`config.mk`:
```
export PLATFORM = sky130hd
export DESIGN_NAME = ocpu_ctrl
export DESIGN_NICKNAME = d
export VERILOG_FILES = /design/src/rtl/ocpu_pkg.sv /design/src/rtl/ocpu_ctrl.sv
export SDC_FILE = /design/constraint.sdc
export NUM_CORES = 1
export LEC_CHECK = 0
export ABC_AREA = 1
export BUFFER_PORTS_ARGS = -buffer_cell sky130_fd_sc_hd__buf_2
export CORE_MARGIN = 4
export CORE_UTILIZATION = 54
export DETAILED_ROUTE_END_ITERATION = 12
export PLACE_DENSITY = 0.86
export SLEW_MARGIN = 5
export SYNTH_ARGS = -nofsm -noshare
export SYNTH_HDL_FRONTEND = slang
export SYNTH_SLANG_ARGS = --single-unit
export TNS_END_PERCENT = 5
```
`constraint.sdc`:
```
create_clock -name clock -period 3.95 [get_ports clock]
set_input_delay 0 -clock clock [delete_from_list [all_inputs] [get_ports clock]]
set_output_delay 0 -clock clock [all_outputs]
set_load 0.02 [all_outputs]
```
`src/rtl/ocpu_pkg.sv`:
```
`timescale 1ns / 1ps
// ----------------------------------------------------------------------------
// ocpu_pkg
// Shared types, constants and tables for the orbit camera pose unit.
// ----------------------------------------------------------------------------
package ocpu_pkg;

   localparam int FRAC_BITS    = 16;
   localparam int ANG_FRAC     = 22;
   localparam int CORDIC_STEPS = 24;
   localparam int STEP_W       = 5;

   localparam logic signed [33:0] CORDIC_GAIN = 34'sd652032874;

   localparam logic signed [47:0] FX_ONE  = 48'sd1 <<< FRAC_BITS;
   localparam logic signed [47:0] FX_89   = 48'sd89 <<< FRAC_BITS;
   localparam logic signed [47:0] FX_360  = 48'sd360 <<< FRAC_BITS;
   localparam logic signed [47:0] FX_10   = 48'sd10 <<< FRAC_BITS;
   localparam logic signed [47:0] FX_30   = 48'sd30 <<< FRAC_BITS;
   localparam logic signed [47:0] FX_100  = 48'sd100 <<< FRAC_BITS;

   localparam logic signed [35:0] ANG_FULL  = 36'sd360 <<< ANG_FRAC;
   localparam logic signed [35:0] ANG_HALF  = 36'sd180 <<< ANG_FRAC;
   localparam logic signed [35:0] ANG_QUART = 36'sd90 <<< ANG_FRAC;

   localparam logic [1:0] OP_ORBIT = 2'd0;
   localparam logic [1:0] OP_ZOOM  = 2'd1;
   localparam logic [1:0] OP_PAN   = 2'd2;
   localparam logic [1:0] OP_SET   = 2'd3;

   localparam logic [2:0] REG_MIN_DIST = 3'd0;
   localparam logic [2:0] REG_MAX_DIST = 3'd4;

   // datapath commands
   typedef enum logic [3:0] {
      CMD_NONE,
      CMD_LOAD,      // capture item and apply orbit/zoom/set
      CMD_CS_HEAD,   // start cordic on heading
      CMD_CS_TILT,   // start cordic on tilt
      CMD_CS_STEP,   // one cordic iteration
      CMD_CS_HEAD_DONE,
      CMD_CS_TILT_DONE,
      CMD_MUL,       // one multiply slot, selected by mul_sel
      CMD_PAN_DONE,
      CMD_OUT        // build result
   } cmd_code_type;

   typedef struct packed {
      cmd_code_type code;
      logic [3:0]   mul_sel;
   } dp_cmd_type;

   typedef struct packed {
      logic [1:0] op;
      logic       cordic_last;
   } dp_status_type;

   function automatic logic signed [35:0] atan_lut(input logic [STEP_W-1:0] i);
      logic signed [35:0] r;
      r = '0;
      case (i)
         5'd0:  r = 36'sd188743680;
         5'd1:  r = 36'sd111421900;
         5'd2:  r = 36'sd58872272;
         5'd3:  r = 36'sd29884485;
         5'd4:  r = 36'sd15000234;
         5'd5:  r = 36'sd7507429;
         5'd6:  r = 36'sd3754631;
         5'd7:  r = 36'sd1877430;
         5'd8:  r = 36'sd938729;
         5'd9:  r = 36'sd469366;
         5'd10: r = 36'sd234683;
         5'd11: r = 36'sd117342;
         5'd12: r = 36'sd58671;
         5'd13: r = 36'sd29335;
         5'd14: r = 36'sd14668;
         5'd15: r = 36'sd7334;
         5'd16: r = 36'sd3667;
         5'd17: r = 36'sd1833;
         5'd18: r = 36'sd917;
         5'd19: r = 36'sd458;
         5'd20: r = 36'sd229;
         5'd21: r = 36'sd115;
         5'd22: r = 36'sd57;
         5'd23: r = 36'sd29;
         default: r = '0;
      endcase
      return r;
   endfunction

   function automatic logic signed [31:0] sat32(input logic signed [47:0] v);
      if (v > 48'sh7FFF_FFFF)
         return 32'sh7FFF_FFFF;
      else if (v < -48'sh8000_0000)
         return -32'sh8000_0000;
      else
         return v[31:0];
   endfunction

endpackage

```
`src/rtl/ocpu_ctrl.sv`:
```
`timescale 1ns / 1ps
// ----------------------------------------------------------------------------
// ocpu_ctrl
// Sequencer: load, sine/cosine passes, multiply slots, result handshake.
// ----------------------------------------------------------------------------
module ocpu_ctrl (
   input  logic                     clock,
   input  logic                     reset,
   input  logic                     req_valid,
   output logic                     req_ready,
   output logic                     rsp_valid,
   input  logic                     rsp_ready,
   output ocpu_pkg::dp_cmd_type     cmd,
   input  ocpu_pkg::dp_status_type  status
);

   typedef enum logic [3:0] {
      S_IDLE, S_HSTART, S_HRUN, S_HDONE, S_TSTART, S_TRUN, S_TDONE,
      S_PAN, S_PANDONE, S_POS, S_OUT, S_HOLD
   } state_type;

   state_type  state_ff;
   logic       post_ff;     // second sin/cos pass after pan
   logic [3:0] slot_ff;
   logic       rsp_valid_ff;

   assign req_ready = (state_ff == S_IDLE);
   assign rsp_valid = rsp_valid_ff;

   always_comb begin
      cmd.code    = ocpu_pkg::CMD_NONE;
      cmd.mul_sel = slot_ff;
      unique case (state_ff)
         S_IDLE:    if (req_valid) cmd.code = ocpu_pkg::CMD_LOAD;
         S_HSTART:  cmd.code = ocpu_pkg::CMD_CS_HEAD;
         S_HRUN:    cmd.code = ocpu_pkg::CMD_CS_STEP;
         S_HDONE:   cmd.code = ocpu_pkg::CMD_CS_HEAD_DONE;
         S_TSTART:  cmd.code = ocpu_pkg::CMD_CS_TILT;
         S_TRUN:    cmd.code = ocpu_pkg::CMD_CS_STEP;
         S_TDONE:   cmd.code = ocpu_pkg::CMD_CS_TILT_DONE;
         S_PAN:     cmd.code = ocpu_pkg::CMD_MUL;
         S_PANDONE: cmd.code = ocpu_pkg::CMD_PAN_DONE;
         S_POS:     cmd.code = ocpu_pkg::CMD_MUL;
         S_OUT:     cmd.code = ocpu_pkg::CMD_OUT;
         S_HOLD:    cmd.code = ocpu_pkg::CMD_NONE;
         default:   cmd.code = ocpu_pkg::CMD_NONE;
      endcase
   end

   always_ff @(posedge clock) begin
      if (reset) begin
         state_ff     <= S_IDLE;
         post_ff      <= 1'b0;
         slot_ff      <= '0;
         rsp_valid_ff <= 1'b0;
      end else begin
         unique case (state_ff)
            S_IDLE: if (req_valid) begin
               state_ff <= S_HSTART;
               post_ff  <= 1'b0;
            end
            S_HSTART: state_ff <= S_HRUN;
            S_HRUN:   if (status.cordic_last) state_ff <= S_HDONE;
            S_HDONE:  state_ff <= S_TSTART;
            S_TSTART: state_ff <= S_TRUN;
            S_TRUN:   if (status.cordic_last) state_ff <= S_TDONE;
            S_TDONE: begin
               if (status.op == ocpu_pkg::OP_PAN && !post_ff) begin
                  state_ff <= S_PAN;
                  slot_ff  <= 4'd0;
               end else begin
                  state_ff <= S_POS;
                  slot_ff  <= 4'd6;
               end
            end
            // slots 0..5 multiply; the last product is taken in S_PANDONE
            S_PAN: begin
               if (slot_ff == 4'd5)
                  state_ff <= S_PANDONE;
               slot_ff <= slot_ff + 4'd1;
            end
            S_PANDONE: begin
               state_ff <= S_HSTART;
               post_ff  <= 1'b1;
            end
            // slots 6..9 multiply; the last product is taken in S_OUT
            S_POS: begin
               if (slot_ff == 4'd9)
                  state_ff <= S_OUT;
               slot_ff <= slot_ff + 4'd1;
            end
            S_OUT: begin
               state_ff     <= S_HOLD;
               rsp_valid_ff <= 1'b1;
            end
            S_HOLD: if (rsp_ready) begin
               rsp_valid_ff <= 1'b0;
               state_ff     <= S_IDLE;
            end
            default: state_ff <= S_IDLE;
         endcase
      end
   end

endmodule

```
==> flow_summary.json <==
{
  "grt_pass1_wl_mm": 2.70,
  "n_antenna_cell": 0,
  "syn_area_um2": 701,
  "synth_flop_cell": "dfxtp_1",
  "grt_pass1_vias": 663,
  "seqCellArea_um2": 200,
  "fillers": 106,
  "crit_cells": 6,
  "setup_viol": 0,
  "slowest_delay_ns": 0.43,
  "cp_common_cell": "nor2_1",
  "first_pass_iters": 4,
  "viasPerCell": 5.17,
  "track_usage_pct": 18.5,
  "period_minus_slack_ns": 1.68,
  "cts-root-buf": "clkbuf_4",
  "fin_nets": 148,
  "grt_max_degree": 9,
  "postRouteAntennaNets": 0,
  "required_ns": 3.95,
  "post-dp-hpwl_mm": 1.30,
  "critical_path.endpoint_type": "output pin",
  "drv_cap": 0,
  "die_h_um": 44.0,
  "cts_tree": "built",
  "crit_type": "reg -> out",
  "period_share_pct": 42.6,
  "wl_per_cell_um": 10.9,
  "skew_ns": 0.0110,
  "clk_pin_slew_ns": 0.07,
  "drc": 0,
  "drt-total-wl_mm": 1.65,
  "final_layout_size_suffix_gt1_share_pct": 18.1,
  "worstMarginPinSlew_ns": 0.400,
  "syn_avg_cell_area_um2": 5.94,
  "fin_ws_ns": 2.27,
  "place_ws_ns": 2.50,
  "critPathMaxFanout": 6,
  "async_flop_share_pct": 0,
  "worst_path_max_delay_cell": "dfxtp_1",
  "fin_tns_setup_ns": 0,
  "cp.arrival_ns": 1.68,
  "critPathLaunchType": "register",
  "outcome": "completed",
  "powerDensity_nw_per_um2": 741,
  "synth_top_area_share_pct": 28.6,
  "start_util_pct": 59.8,
  "syn-instance-count": 118,
  "rows": 12,
  "yosys-top-cells-area": "dfxtp_1 (29%), nand2_1 (17%), nor2_1 (9.1%)",
  "clkLatencyLatePin_ns": 0.27,
  "synth_common_cells": "nand2_1 (31), nor2_1 (17), inv_1 (16)",
  "synth.largest_area_cell": "dfxtp_1",
  "crit_buf_inv": 2,
  "clockBufferDepth": 2,
  "place.gp.congestion": 0.903,
  "whs_path_depth": 4,
  "fmax_mhz": 595,
  "die_x_um": 44.0,
  "reg2reg_depth": 8,
  "port_buffers": 16,
  "slew_headroom_pct": 73.2,
  "hold_ws_ns": 0.0289,
  "grt_setup_unrepaired": "false",
  "synth.distinct_cells": 21,
  "maxSlewViolCount": 0,
  "syn_nets": 127,
  "antenna_found_initial": 0,
  "seq_area_frac_synth_pct": 28.6,
  "ios": 17,
  "coreArea_um2": 1170,
  "ys_ff_latch": 10,
  "cts_buffers": 3,
  "dieArea_um2": 1940,
  "p_leak_uw": 0.000449,
  "path_cells": "inv_1 -> nand2_1 -> nor2_1 -> nor2_1 -> o2111ai_1 -> buf_2",
  "hp-class": "in -> reg",
  "finalHoldViolCount": 0,
  "synth_edf_count": 0,
  "drt_iter0_drc": 31,
  "gr-total-overflow": 0,
  "htreeDepth": 1,
  "area_delta_synth_final_pct": 20.0,
  "num_vias": 786,
  "yosysWarnings": 0,
  "yosysMostFrequentCell": "nand2_1",
  "ir_drop_v": 0.000426,
  "critPathTopFamily": "simple AND/OR/NAND/NOR gates",
  "multi_input_area_um2": 433,
  "cts_sinks": 10
}
cell families after synthesis:
family / Yosys count / synth area share [%]
compound gates: 17 / 13.2
xor+xnor: 1 / 1.25
fa+ha+maj: 2 / 3.57
buf+inv: 18 / 9.64
flops: 10 / 28.6
simple gates: 70 / 43.8
layer usage:
metal | GRT usage [%] | wire length, µm | vias up
met4 | 9.64 | 21 | 0
li1 | - | - | 420
met1 | 25.9 | 747 | 323
met2 | 26.5 | 716 | 38
met3 | 3.66 | 164 | 5
met5 | 0 | 0 | -
power by group:
group          leakage (µW)  total [µW]  switching [µW]  internal (µW)
Sequential        0.0000817         167            37.2            130
Clock             0.0000210        91.4            35.5           55.9
Combinational      0.000346         365             244            121
Total              0.000449         623             317            306
tightest hold or removal path: cells and delay by family:
family / cells / cell delay, ns
simple gates: 2 / 0.12
buf+inv: 1 / 0.09
compound gates: 1 / 0.05
final timing paths:
| path | startpoint | end | slack [ns] |
|---|---|---|---|
| min reg2reg | rsp_valid | rsp_valid | 0.46 |
| min | req_valid | post_ff | 0.03 |
| max | state_ff[0] | cmd[6] | 2.27 |
| max reg2reg | slot_ff[0] | state_ff[3] | 2.47 |
sequential cells by signal, indices dropped and copies added, names as in the netlist:
| register | count |
|---|---|
| slot_ff | 4 |
| state_ff | 4 |
| post_ff | 1 |
| rsp_valid | 1 |
stage by stage:
step | instance area, µm² | utilization (%) | std cells | total power [µW]
floorplan | 701 | - | 118 | 437
global placement | 795 | 67.8 | 147 | 524
detailed placement | 795 | 67.8 | 147 | 528
CTS | 841 | 71.8 | 152 | 623
global route | 841 | 71.8 | 152 | 681
finish | 841 | 71.8 | 152 | 623
layout by cell type (no fill, tap or decap), drive strengths merged:
| master | Yosys | layout |
|---|---|---|
| nand4 | 1 | 1 |
| nand2b | 1 | 1 |
| nor3 | 3 | 3 |
| ha | 2 | 2 |
| dfxtp | 10 | 10 |
| a21oi | 10 | 10 |
| o21ai | 6 | 6 |
| buf | 1 | 16 |
| clkbuf | 0 | 4 |
| nand2 | 31 | 31 |
| inv | 17 | 17 |
| dlygate4sd3 | 0 | 1 |
| nor3b | 1 | 1 |
| xor2 | 1 | 1 |
| nor2 | 20 | 20 |
| nand3 | 12 | 12 |
| o2111ai | 1 | 1 |
| nand3b | 1 | 1 |
layout make-up:
class / instances / share of cell area [%]
clock buffers: 4 / 4.32
inverters: 17 / 7.59
multi-input cells: 90 / 51.5
flip-flops and latches: 10 / 23.8
well taps: 14 / 2.08
repair buffers: 17 / 10.7
what timing repair did:
| item | 4_1_cts | 5_1_grt |
|---|---|---|
| endpoints found under the hold margin | 6 | 0 |
| hold buffers | 1 | 0 |
| buffers inserted | 0 | 0 |
| gates resized for setup | 0 | 0 |
Note: power is estimated with default switching activity, not from simulation.
